**src/hw/rtl/tta_pkg.sv**
```systemverilog
`timescale 1ns / 1ps
// ----------------------------------------------------------------------------
// tta_pkg: shared types and constants for the tensor transpose address gen
// Sizes, register indexes, queue entry and setup-to-datapath control bundle.
// ----------------------------------------------------------------------------
package tta_pkg;

   localparam int MAX_RANK        = 4;
   localparam int DIM_BITS        = 12;
   localparam int OFFSET_BITS     = 24;
   localparam int RANK_W          = $clog2(MAX_RANK);

   localparam int ELEM_W          = 32;
   localparam int SIZE_W          = 13;
   localparam int AXIS_W          = 8;
   localparam int AXIS_FIELD_BITS = 2;
   localparam int CSR_INDEX_W     = 3;
   localparam int CSR_DATA_W      = 13;

   localparam int COUNT_W         = OFFSET_BITS + 1;
   localparam int QUEUE_DEPTH     = 2;
   localparam int QUEUE_PTR_W     = $clog2(QUEUE_DEPTH);
   localparam int QUEUE_CNT_W     = $clog2(QUEUE_DEPTH + 1);

   // register indexes of the configuration port
   localparam logic [CSR_INDEX_W-1:0] REG_SIZE_DIM0  = 3'd0;
   localparam logic [CSR_INDEX_W-1:0] REG_SIZE_DIM1  = 3'd1;
   localparam logic [CSR_INDEX_W-1:0] REG_SIZE_DIM2  = 3'd2;
   localparam logic [CSR_INDEX_W-1:0] REG_SIZE_DIM3  = 3'd3;
   localparam logic [CSR_INDEX_W-1:0] REG_AXIS_ORDER = 3'd4;

   localparam logic [SIZE_W-1:0]  SIZE_RESET  = SIZE_W'(1);
   localparam logic [SIZE_W-1:0]  DIM_LIMIT   = SIZE_W'(1) << DIM_BITS;
   localparam logic [AXIS_W-1:0]  AXIS_RESET  = 8'd228;
   localparam logic [COUNT_W-1:0] COUNT_LIMIT = COUNT_W'(1) << OFFSET_BITS;

   typedef enum logic [2:0] {
      SET_START,
      SET_STRIDE,
      SET_MAP,
      SET_MUL,
      SET_ACC,
      SET_IDLE
   } setup_state_type;

   // derived configuration seen by the datapath
   typedef struct packed {
      logic [MAX_RANK-1:0][DIM_BITS-1:0]    dim_max;     // size - 1 per input axis
      logic [MAX_RANK-1:0][OFFSET_BITS-1:0] wrap_delta;  // offset step when digit k carries
      logic                                 cfg_error;
      logic                                 busy;
      logic                                 restart;
   } cfg_type;

   typedef struct packed {
      logic [ELEM_W-1:0] element;
      logic [RANK_W-1:0] carry_digit;
      logic              last;
   } entry_type;

endpackage

```
**src/hw/rtl/tta_setup.sv**
```systemverilog
`timescale 1ns / 1ps
// ----------------------------------------------------------------------------
// tta_setup: configuration registers and derivation sequencer
// Holds sizes and axis order, derives output strides, carry deltas and error.
// ----------------------------------------------------------------------------
module tta_setup import tta_pkg::*; (
   input  logic                   clock,
   input  logic                   reset,
   input  logic                   csr_valid,
   output logic                   csr_ready,
   input  logic [CSR_INDEX_W-1:0] csr_index,
   input  logic [CSR_DATA_W-1:0]  csr_data,
   output cfg_type                cfg
);

   logic [MAX_RANK-1:0][SIZE_W-1:0]      size_ff;
   logic [AXIS_W-1:0]                    axis_ff;

   setup_state_type                      state_ff, state_in;
   logic [RANK_W-1:0]                    k_ff, k_in;
   logic [OFFSET_BITS-1:0]               st_ff, st_in;
   logic [COUNT_W-1:0]                   count_ff, count_in;
   logic [MAX_RANK-1:0][OFFSET_BITS-1:0] out_stride_ff, out_stride_in;
   logic [MAX_RANK-1:0][OFFSET_BITS-1:0] in_str_ff, in_str_in;
   logic [MAX_RANK-1:0][OFFSET_BITS-1:0] delta_ff, delta_in;
   logic [OFFSET_BITS-1:0]               acc_ff, acc_in;
   logic [OFFSET_BITS-1:0]               prod_ff, prod_in;
   logic                                 err_ff, err_in;

   logic [MAX_RANK-1:0][SIZE_W-1:0]      eff;
   logic [MAX_RANK-1:0][DIM_BITS-1:0]    dim_max;
   logic [MAX_RANK-1:0][RANK_W-1:0]      src;
   logic                                 size_err;
   logic                                 perm_err;
   logic                                 cfg_write;
   logic [SIZE_W-1:0]                    out_dim;
   logic [OFFSET_BITS+SIZE_W-1:0]        stride_prod;
   logic [COUNT_W+SIZE_W-1:0]            count_prod;
   logic [OFFSET_BITS+DIM_BITS-1:0]      wrap_prod;

   assign csr_ready = 1'b1;

   always_comb begin
      case (csr_index)
         REG_SIZE_DIM0, REG_SIZE_DIM1, REG_SIZE_DIM2, REG_SIZE_DIM3,
         REG_AXIS_ORDER: cfg_write = csr_valid;
         default:        cfg_write = 1'b0;
      endcase
   end

   always_ff @(posedge clock) begin
      if (reset) begin
         for (int i = 0; i < MAX_RANK; i++) begin
            size_ff[i] <= SIZE_RESET;
         end
         axis_ff <= AXIS_RESET;
      end else if (csr_valid && csr_ready) begin
         case (csr_index)
            REG_SIZE_DIM0:  size_ff[0] <= csr_data[SIZE_W-1:0];
            REG_SIZE_DIM1:  size_ff[1] <= csr_data[SIZE_W-1:0];
            REG_SIZE_DIM2:  size_ff[2] <= csr_data[SIZE_W-1:0];
            REG_SIZE_DIM3:  size_ff[3] <= csr_data[SIZE_W-1:0];
            REG_AXIS_ORDER: axis_ff    <= csr_data[AXIS_W-1:0];
            default: ;
         endcase
      end
   end

   // clamp sizes, check the axis order
   always_comb begin
      size_err = 1'b0;
      perm_err = 1'b0;
      for (int i = 0; i < MAX_RANK; i++) begin
         if (size_ff[i] == '0) begin
            eff[i]   = SIZE_W'(1);
            size_err = 1'b1;
         end else if (size_ff[i] > DIM_LIMIT) begin
            eff[i]   = DIM_LIMIT;
            size_err = 1'b1;
         end else begin
            eff[i] = size_ff[i];
         end
         dim_max[i] = DIM_BITS'(eff[i] - SIZE_W'(1));
         src[i]     = axis_ff[AXIS_FIELD_BITS*i +: AXIS_FIELD_BITS];
      end
      for (int j = 1; j < MAX_RANK; j++) begin
         for (int i = 0; i < j; i++) begin
            if (src[i] == src[j]) begin
               perm_err = 1'b1;
            end
         end
      end
   end

   assign out_dim     = eff[src[k_ff]];
   assign stride_prod = (OFFSET_BITS+SIZE_W)'(st_ff) * (OFFSET_BITS+SIZE_W)'(out_dim);
   assign count_prod  = (COUNT_W+SIZE_W)'(count_ff) * (COUNT_W+SIZE_W)'(eff[k_ff]);
   assign wrap_prod   = (OFFSET_BITS+DIM_BITS)'(in_str_ff[k_ff])
                        * (OFFSET_BITS+DIM_BITS)'(dim_max[k_ff]);

   always_comb begin
      state_in      = state_ff;
      k_in          = k_ff;
      st_in         = st_ff;
      count_in      = count_ff;
      out_stride_in = out_stride_ff;
      in_str_in     = in_str_ff;
      delta_in      = delta_ff;
      acc_in        = acc_ff;
      prod_in       = prod_ff;
      err_in        = err_ff;
      case (state_ff)
         SET_START: begin
            st_in    = OFFSET_BITS'(1);
            count_in = COUNT_W'(1);
            k_in     = RANK_W'(MAX_RANK - 1);
            state_in = SET_STRIDE;
         end
         SET_STRIDE: begin
            // suffix products of the permuted sizes, innermost first
            out_stride_in[k_ff] = st_ff;
            st_in               = stride_prod[OFFSET_BITS-1:0];
            if (count_prod > (COUNT_W+SIZE_W)'(COUNT_LIMIT)) begin
               count_in = COUNT_LIMIT + COUNT_W'(1);
            end else begin
               count_in = count_prod[COUNT_W-1:0];
            end
            if (k_ff == '0) begin
               state_in = SET_MAP;
            end else begin
               k_in = k_ff - RANK_W'(1);
            end
         end
         SET_MAP: begin
            // stride seen by each input axis
            for (int i = 0; i < MAX_RANK; i++) begin
               in_str_in[i] = '0;
               for (int j = 0; j < MAX_RANK; j++) begin
                  if (src[j] == RANK_W'(i)) begin
                     in_str_in[i] = out_stride_ff[j];
                  end
               end
            end
            err_in   = size_err | perm_err | (count_ff > COUNT_LIMIT);
            acc_in   = '0;
            k_in     = RANK_W'(MAX_RANK - 1);
            state_in = SET_MUL;
         end
         SET_MUL: begin
            // carry at k: add stride k, remove what the inner digits had built
            delta_in[k_ff] = in_str_ff[k_ff] - acc_ff;
            prod_in        = wrap_prod[OFFSET_BITS-1:0];
            if (k_ff == '0) begin
               state_in = SET_IDLE;
            end else begin
               state_in = SET_ACC;
            end
         end
         SET_ACC: begin
            acc_in   = acc_ff + prod_ff;
            k_in     = k_ff - RANK_W'(1);
            state_in = SET_MUL;
         end
         SET_IDLE: ;
         default: state_in = SET_START;
      endcase
      if (cfg_write) begin
         state_in = SET_START;
      end
   end

   always_ff @(posedge clock) begin
      if (reset) begin
         state_ff <= SET_START;
      end else begin
         state_ff <= state_in;
      end
   end

   always_ff @(posedge clock) begin
      k_ff          <= k_in;
      st_ff         <= st_in;
      count_ff      <= count_in;
      out_stride_ff <= out_stride_in;
      in_str_ff     <= in_str_in;
      delta_ff      <= delta_in;
      acc_ff        <= acc_in;
      prod_ff       <= prod_in;
      err_ff        <= err_in;
   end

   assign cfg.dim_max    = dim_max;
   assign cfg.wrap_delta = delta_ff;
   assign cfg.cfg_error  = err_ff;
   assign cfg.busy       = (state_ff != SET_IDLE);
   assign cfg.restart    = (state_ff == SET_START);

endmodule

```
**src/hw/rtl/tta_front.sv**
```systemverilog
`timescale 1ns / 1ps
// ----------------------------------------------------------------------------
// tta_front: input index counter and item classification
// Tracks the mixed-radix input index and tags each element with its carry.
// ----------------------------------------------------------------------------
module tta_front import tta_pkg::*; (
   input  logic              clock,
   input  logic              reset,
   input  cfg_type           cfg,
   input  logic              req_valid,
   output logic              req_ready,
   input  logic [ELEM_W-1:0] req_element,
   input  logic              q_room,
   output logic              push,
   output entry_type         push_entry
);

   logic [MAX_RANK-1:0][DIM_BITS-1:0] cnt_ff, cnt_in;
   logic [MAX_RANK-1:0]               at_max;
   logic [RANK_W-1:0]                 carry;
   logic                              last;

   assign req_ready = !cfg.busy && q_room;
   assign push      = req_valid && req_ready;

   always_comb begin
      carry = '0;
      for (int i = 0; i < MAX_RANK; i++) begin
         at_max[i] = (cnt_ff[i] == cfg.dim_max[i]);
         if (!at_max[i]) begin
            carry = RANK_W'(i);   // innermost digit that can still count up
         end
      end
      last = &at_max;
      for (int i = 0; i < MAX_RANK; i++) begin
         if (last || RANK_W'(i) > carry) begin
            cnt_in[i] = '0;
         end else if (RANK_W'(i) == carry) begin
            cnt_in[i] = cnt_ff[i] + DIM_BITS'(1);
         end else begin
            cnt_in[i] = cnt_ff[i];
         end
      end
   end

   always_ff @(posedge clock) begin
      if (reset || cfg.restart) begin
         cnt_ff <= '0;
      end else if (push) begin
         cnt_ff <= cnt_in;
      end
   end

   assign push_entry.element     = req_element;
   assign push_entry.carry_digit = carry;
   assign push_entry.last        = last;

endmodule

```
**src/hw/rtl/tta_queue.sv**
```systemverilog
`timescale 1ns / 1ps
// ----------------------------------------------------------------------------
// tta_queue: small FIFO between the front and back halves
// Two entries; lets the front keep accepting while the result register waits.
// ----------------------------------------------------------------------------
module tta_queue import tta_pkg::*; (
   input  logic      clock,
   input  logic      reset,
   input  logic      push,
   input  entry_type push_entry,
   output logic      q_room,
   input  logic      pop,
   output logic      q_avail,
   output entry_type head
);

   entry_type                  mem_ff [QUEUE_DEPTH];
   logic [QUEUE_PTR_W-1:0]     wr_ptr_ff, rd_ptr_ff;
   logic [QUEUE_CNT_W-1:0]     count_ff;

   assign q_room  = (count_ff != QUEUE_CNT_W'(QUEUE_DEPTH));
   assign q_avail = (count_ff != '0);
   assign head    = mem_ff[rd_ptr_ff];

   always_ff @(posedge clock) begin
      if (push) begin
         mem_ff[wr_ptr_ff] <= push_entry;
      end
   end

   always_ff @(posedge clock) begin
      if (reset) begin
         wr_ptr_ff <= '0;
         rd_ptr_ff <= '0;
         count_ff  <= '0;
      end else begin
         if (push) begin
            wr_ptr_ff <= (wr_ptr_ff == QUEUE_PTR_W'(QUEUE_DEPTH - 1)) ? '0
                         : wr_ptr_ff + QUEUE_PTR_W'(1);
         end
         if (pop) begin
            rd_ptr_ff <= (rd_ptr_ff == QUEUE_PTR_W'(QUEUE_DEPTH - 1)) ? '0
                         : rd_ptr_ff + QUEUE_PTR_W'(1);
         end
         case ({push, pop})
            2'b10:   count_ff <= count_ff + QUEUE_CNT_W'(1);
            2'b01:   count_ff <= count_ff - QUEUE_CNT_W'(1);
            default: count_ff <= count_ff;
         endcase
      end
   end

endmodule

```
**src/hw/rtl/tta_back.sv**
```systemverilog
`timescale 1ns / 1ps
// ----------------------------------------------------------------------------
// tta_back: running output offset and result register
// Adds the carry delta per element and holds the result until taken.
// ----------------------------------------------------------------------------
module tta_back import tta_pkg::*; (
   input  logic                   clock,
   input  logic                   reset,
   input  cfg_type                cfg,
   input  logic                   q_avail,
   input  entry_type              head,
   output logic                   pop,
   output logic                   rsp_valid,
   input  logic                   rsp_ready,
   output logic [ELEM_W-1:0]      rsp_element_out,
   output logic [OFFSET_BITS-1:0] rsp_dest_offset,
   output logic                   rsp_last_element,
   output logic                   rsp_config_error
);

   logic                   rsp_valid_ff;
   logic [OFFSET_BITS-1:0] offset_ff, offset_in;
   logic [ELEM_W-1:0]      element_ff;
   logic [OFFSET_BITS-1:0] dest_ff;
   logic                   last_ff;
   logic                   err_ff;

   assign pop       = q_avail && (!rsp_valid_ff || rsp_ready);
   assign offset_in = head.last ? '0 : offset_ff + cfg.wrap_delta[head.carry_digit];

   always_ff @(posedge clock) begin
      if (reset) begin
         rsp_valid_ff <= 1'b0;
      end else if (pop) begin
         rsp_valid_ff <= 1'b1;
      end else if (rsp_ready) begin
         rsp_valid_ff <= 1'b0;
      end
   end

   always_ff @(posedge clock) begin
      if (reset || cfg.restart) begin
         offset_ff <= '0;
      end else if (pop) begin
         offset_ff <= offset_in;
      end
   end

   always_ff @(posedge clock) begin
      if (pop) begin
         element_ff <= head.element;
         dest_ff    <= cfg.cfg_error ? '0 : offset_ff;
         last_ff    <= head.last;
         err_ff     <= cfg.cfg_error;
      end
   end

   assign rsp_valid        = rsp_valid_ff;
   assign rsp_element_out  = element_ff;
   assign rsp_dest_offset  = dest_ff;
   assign rsp_last_element = last_ff;
   assign rsp_config_error = err_ff;

endmodule

```
**src/hw/rtl/tensor_transpose_address_gen.sv**
```systemverilog
`timescale 1ns / 1ps
// ----------------------------------------------------------------------------
// tensor_transpose_address_gen: N-d tensor transpose address generator
// Streams elements in input row-major order and returns each with its
// row-major offset in the permuted output tensor.
// ----------------------------------------------------------------------------
//
//  channel | direction | ports                              | transfer
//  --------+-----------+------------------------------------+------------------
//  req     | in        | req_element                        | req_valid & req_ready
//  rsp     | out       | rsp_element_out, rsp_dest_offset,  | rsp_valid & rsp_ready
//          |           | rsp_last_element, rsp_config_error |
//  csr     | in        | csr_index, csr_data                | csr_valid & csr_ready
//
//  One element per cycle sustained while rsp is not stalled and setup is idle;
//  from req transfer to rsp valid: front counter -> queue -> result register.
//  After reset and after every write to a defined register the setup sequencer
//  runs (a start step, one multiply step per axis for strides and count, a
//  mapping step, then alternating multiply and accumulate steps for the carry
//  deltas); req_ready is low meanwhile. csr_ready is always high.
//  Stalls on rsp back up through the two-entry queue to req_ready.
//
module tensor_transpose_address_gen import tta_pkg::*; (
   input  logic                   clock,
   input  logic                   reset,

   input  logic                   req_valid,
   output logic                   req_ready,
   input  logic [ELEM_W-1:0]      req_element,

   output logic                   rsp_valid,
   input  logic                   rsp_ready,
   output logic [ELEM_W-1:0]      rsp_element_out,
   output logic [OFFSET_BITS-1:0] rsp_dest_offset,
   output logic                   rsp_last_element,
   output logic                   rsp_config_error,

   input  logic                   csr_valid,
   output logic                   csr_ready,
   input  logic [CSR_INDEX_W-1:0] csr_index,
   input  logic [CSR_DATA_W-1:0]  csr_data
);

   cfg_type   cfg;
   logic      push;
   entry_type push_entry;
   logic      q_room;
   logic      q_avail;
   logic      pop;
   entry_type head;

   // configuration registers; derives strides, carry deltas and error flag
   tta_setup u_setup (
      .clock     (clock),
      .reset     (reset),
      .csr_valid (csr_valid),
      .csr_ready (csr_ready),
      .csr_index (csr_index),
      .csr_data  (csr_data),
      .cfg       (cfg)
   );

   // front: input index counter, tags each element with its carry digit
   tta_front u_front (
      .clock       (clock),
      .reset       (reset),
      .cfg         (cfg),
      .req_valid   (req_valid),
      .req_ready   (req_ready),
      .req_element (req_element),
      .q_room      (q_room),
      .push        (push),
      .push_entry  (push_entry)
   );

   // decoupling queue between the two halves
   tta_queue u_queue (
      .clock      (clock),
      .reset      (reset),
      .push       (push),
      .push_entry (push_entry),
      .q_room     (q_room),
      .pop        (pop),
      .q_avail    (q_avail),
      .head       (head)
   );

   // back: running destination offset and result register
   tta_back u_back (
      .clock            (clock),
      .reset            (reset),
      .cfg              (cfg),
      .q_avail          (q_avail),
      .head             (head),
      .pop              (pop),
      .rsp_valid        (rsp_valid),
      .rsp_ready        (rsp_ready),
      .rsp_element_out  (rsp_element_out),
      .rsp_dest_offset  (rsp_dest_offset),
      .rsp_last_element (rsp_last_element),
      .rsp_config_error (rsp_config_error)
   );

endmodule

```
**config.mk**
```make
export PLATFORM = sky130hd
export DESIGN_NAME = tensor_transpose_address_gen
export DESIGN_NICKNAME = d
export VERILOG_FILES = /design/src/hw/rtl/tta_pkg.sv /design/src/hw/rtl/tta_setup.sv /design/src/hw/rtl/tta_front.sv /design/src/hw/rtl/tta_queue.sv /design/src/hw/rtl/tta_back.sv /design/src/hw/rtl/tensor_transpose_address_gen.sv
export SDC_FILE = /design/constraint.sdc
export NUM_CORES = 2
export LEC_CHECK = 0
export BUFFER_PORTS_ARGS = -buffer_cell sky130_fd_sc_hd__buf_2
export CORE_ASPECT_RATIO = 1.75
export CORE_UTILIZATION = 30
export CTS_CLUSTER_SIZE = 14
export DETAILED_ROUTE_END_ITERATION = 16
export GPL_TIMING_DRIVEN = 0
export SLEW_MARGIN = 20
export SYNTH_ARGS = -nofsm -noshare
export SYNTH_HDL_FRONTEND = slang
export SYNTH_SLANG_ARGS = --single-unit
```
**constraint.sdc**
```tcl
create_clock -name clock -period 8.6 [get_ports clock]
set_input_delay 0.86 -clock clock [delete_from_list [all_inputs] [get_ports clock]]
set_output_delay 0.86 -clock clock [all_outputs]
set_load 0.1 [all_outputs]
```
==> results.txt <==
status: finished, final reports clean
Tcrit/Tclk final: 0.995
per-cell routed wire length: 21.6 microns
worst hold margin: 0.394 ns
setup TNS: 0 ns
fin crit period: 8.56 ns
Yosys warnings: 0
Leakage: 25.3 nW
Crit Path Class: register to register
Worst setup EP type: register
critical path arrival: 9.04 ns
GRT overflow: 0
CTS clk-pin slew, worst paths: 0.07 ns
Die X: 328 microns
Clock Latency Late Sink: 0.66 ns
most frequent cells in the layout: inv_1, nand2_1, fa_1, edfxtp_1, nor2_1
GRT Total Usage: 0.189
global placer's final weighted congestion: 0.988
Die Ht: 573 microns
clk buf depth: 3
Post-synth ARST share: 0
CTS tree: yes
total CTS buffers: 66
maxcap violations: 0
starting DRC count in detailed routing: 2,800
post-route ant nets: 0
pin count of the biggest net entering global routing: 42
Post-synth EDFFs: 516
vias per inst: 5.11
hold depth: 1
clk_skew: 0.0321 ns
worst reg2reg setup slack: 0.04 ns
DRC: 0
Setup violations, final: 0
Synth cell types: 95
worst-path fanout max: 6
share of layout cells above drive strength 1: 0.119
total power: 8.79 mW
half-perimeter wire length after detailed placement: 146 mm
max incr delay on CP: 0.64 ns
synthesized cell area: 55,800 sq um
Rows: 209
CP max stage cell: or4_4
Final Hold Viols: 0
Startpoint Class: register
nets: 6,674
hold path endpoint: u_queue.mem_ff[0][3]
first-pass GRT wire length: 267 mm
FMAX: 117 MHz
CP Data Required Time: 9.08 ns
RSZ-0062 raised after global routing: yes
Layout Area Growth over Synthesis: 14.3%
Placeable Area: 185,000 sq um
hold_sp: req_element[0]
Post-Syn Nets: 6,395
measured slew at the worst slew-check pin: 1.12 ns
Num Clock Sinks: 657
# fillers: 18,400
r2r startpoint: u_setup.size_ff[41]
Root Driver: clkbuf_16
Top FF cell, synth: edfxtp_1
Pwr Density: 138 nW/um^2
delay-heaviest family, CP: simple AND/OR/NAND/NOR gates
vias in the first global route: 44,900
syn_area_per_cell: 10.1 sq um
initial antenna violation count: 2
die area: 188,000 sq um
Reg-to-Reg End: u_setup.count_ff[5]
IO buf count: 109
crit-path most repeated cell: fa_1
vias: 42,200
WP buf/inv: 9
most common cell after layout, fill and taps aside: inv_1
worst min-delay path class: input port to register
cell count after synthesis: 5,507
R2R cell count: 29
sequential share of the synthesized area: 0.328
fin. max-slew vios: 0
worst relative slew slack: 0.249
I/O Pins: 114
Starting Density: 0.302
VDD IR-drop max: 0.133 mV
final wirelength: 178 mm
H-tree depth: 3
DRT Pass-1 Iters: 10
Yosys reg bits: 657
==> stage by stage <==
stage	instances	cell area (sq um)	worst slack, ns	utilization
after floorplan	5507	55800	0.00697	-
after global placement	8042	59400	-3.98	0.321
after detailed placement	8060	59700	-3.67	0.323
after CTS	8210	62900	-0.00649	0.340
after global routing	8264	63800	-0.106	0.345
final	8265	63800	0.0393	0.345
==> worst max-delay path by stage <==
stage | start | endpoint | depth (start not counted)
finish | u_setup.size_ff[41] | u_setup.count_ff[5] | 29
global route | u_setup.size_ff[41] | u_setup.count_ff[13] | 29
CTS | u_setup.k_ff[1] | u_setup.count_ff[21] | 31
detailed placement | u_setup.k_ff[1] | u_setup.count_ff[14] | 27
global placement | u_setup.k_ff[1] | u_setup.count_ff[14] | 27
floorplan | u_setup.k_ff[1] | u_setup.count_ff[0] | 29
==> per-layer routing <==
| layer | GRT usage | share of wire |
|---|---|---|
| met4 | 0.158 | 0.093 |
| met2 | 0.376 | 0.56 |
| met3 | 0.0201 | 0.038 |
| met5 | 0 | 0 |
| met1 | 0.166 | 0.31 |
==> power breakdown <==
part / switching, mW / internal [mW] / total [mW]
registers: 0.0679 / 3.53 / 3.60
logic: 1.36 / 0.899 / 2.26
clock network: 1.32 / 1.62 / 2.93
==> cell families after synthesis <==
group,share of synthesized area
compound gates,0.0905
xor+xnor,0.0408
fa+ha+maj,0.266
buf+inv,0.0682
flops,0.328
mux,0.0406
other cells,0.0000672
simple gates,0.166
==> timing repair <==
action                     in CTS  in global routing
hold buffers                    0                  0
pin swaps                      20                 45
setup endpoints to repair      50                 32
gates resized for setup       199                123
gates cloned                    2                  0
buffers inserted               40                 59
==> registers in the layout, indices dropped and copies added (netlist names), 25 cells and up, named ones only <==
signal,flops
u_setup.size_ff,52
u_queue.mem_ff,70
u_setup.cfg,96
u_setup.out_stride_ff,96
u_setup.in_str_ff,96
u_setup.count_ff,25
u_front.cnt_ff,48
u_back.rsp_element_out,32
==> cell type report <==
class	instances	area, sq um	area share
multi-input combinational	3849	34500	0.541
sequential	657	18300	0.287
tap	2426	3040	0.0476
inverter	715	2690	0.0422
clock buffer	88	1850	0.0290
timing repair buffer	228	1640	0.0257
buffer	269	1470	0.0230
clock inverter	31	283	0.00443
antenna	2	5.00	0.0000785
==> cell usage after synthesis (32+ instances only) <==
| cell | n | area share |
|---|---|---|
| a21o_1 | 43 | 0.0058 |
| a21oi_1 | 282 | 0.025 |
| a222oi_1 | 97 | 0.017 |
| and2_1 | 290 | 0.033 |
| and3_1 | 42 | 0.0047 |
| clkbuf_1 | 243 | 0.016 |
| dfxtp_1 | 141 | 0.051 |
| edfxtp_1 | 516 | 0.28 |
| fa_1 | 584 | 0.21 |
| ha_1 | 251 | 0.056 |
| inv_1 | 714 | 0.048 |
| mux2_2 | 38 | 0.0077 |
| mux4_2 | 70 | 0.028 |
| nand2_1 | 694 | 0.047 |
| nand2b_1 | 32 | 0.0036 |
| nand3_1 | 62 | 0.0056 |
| nand4_1 | 36 | 0.0040 |
| nor2_1 | 358 | 0.024 |
| nor2b_1 | 106 | 0.012 |
| nor3_1 | 89 | 0.0080 |
| nor4_1 | 45 | 0.0050 |
| o21ai_0 | 83 | 0.0074 |
| or3_1 | 32 | 0.0036 |
| xnor2_1 | 142 | 0.022 |
| xor2_1 | 100 | 0.016 |
No activity file was read; power rests on OpenSTA's default activity.
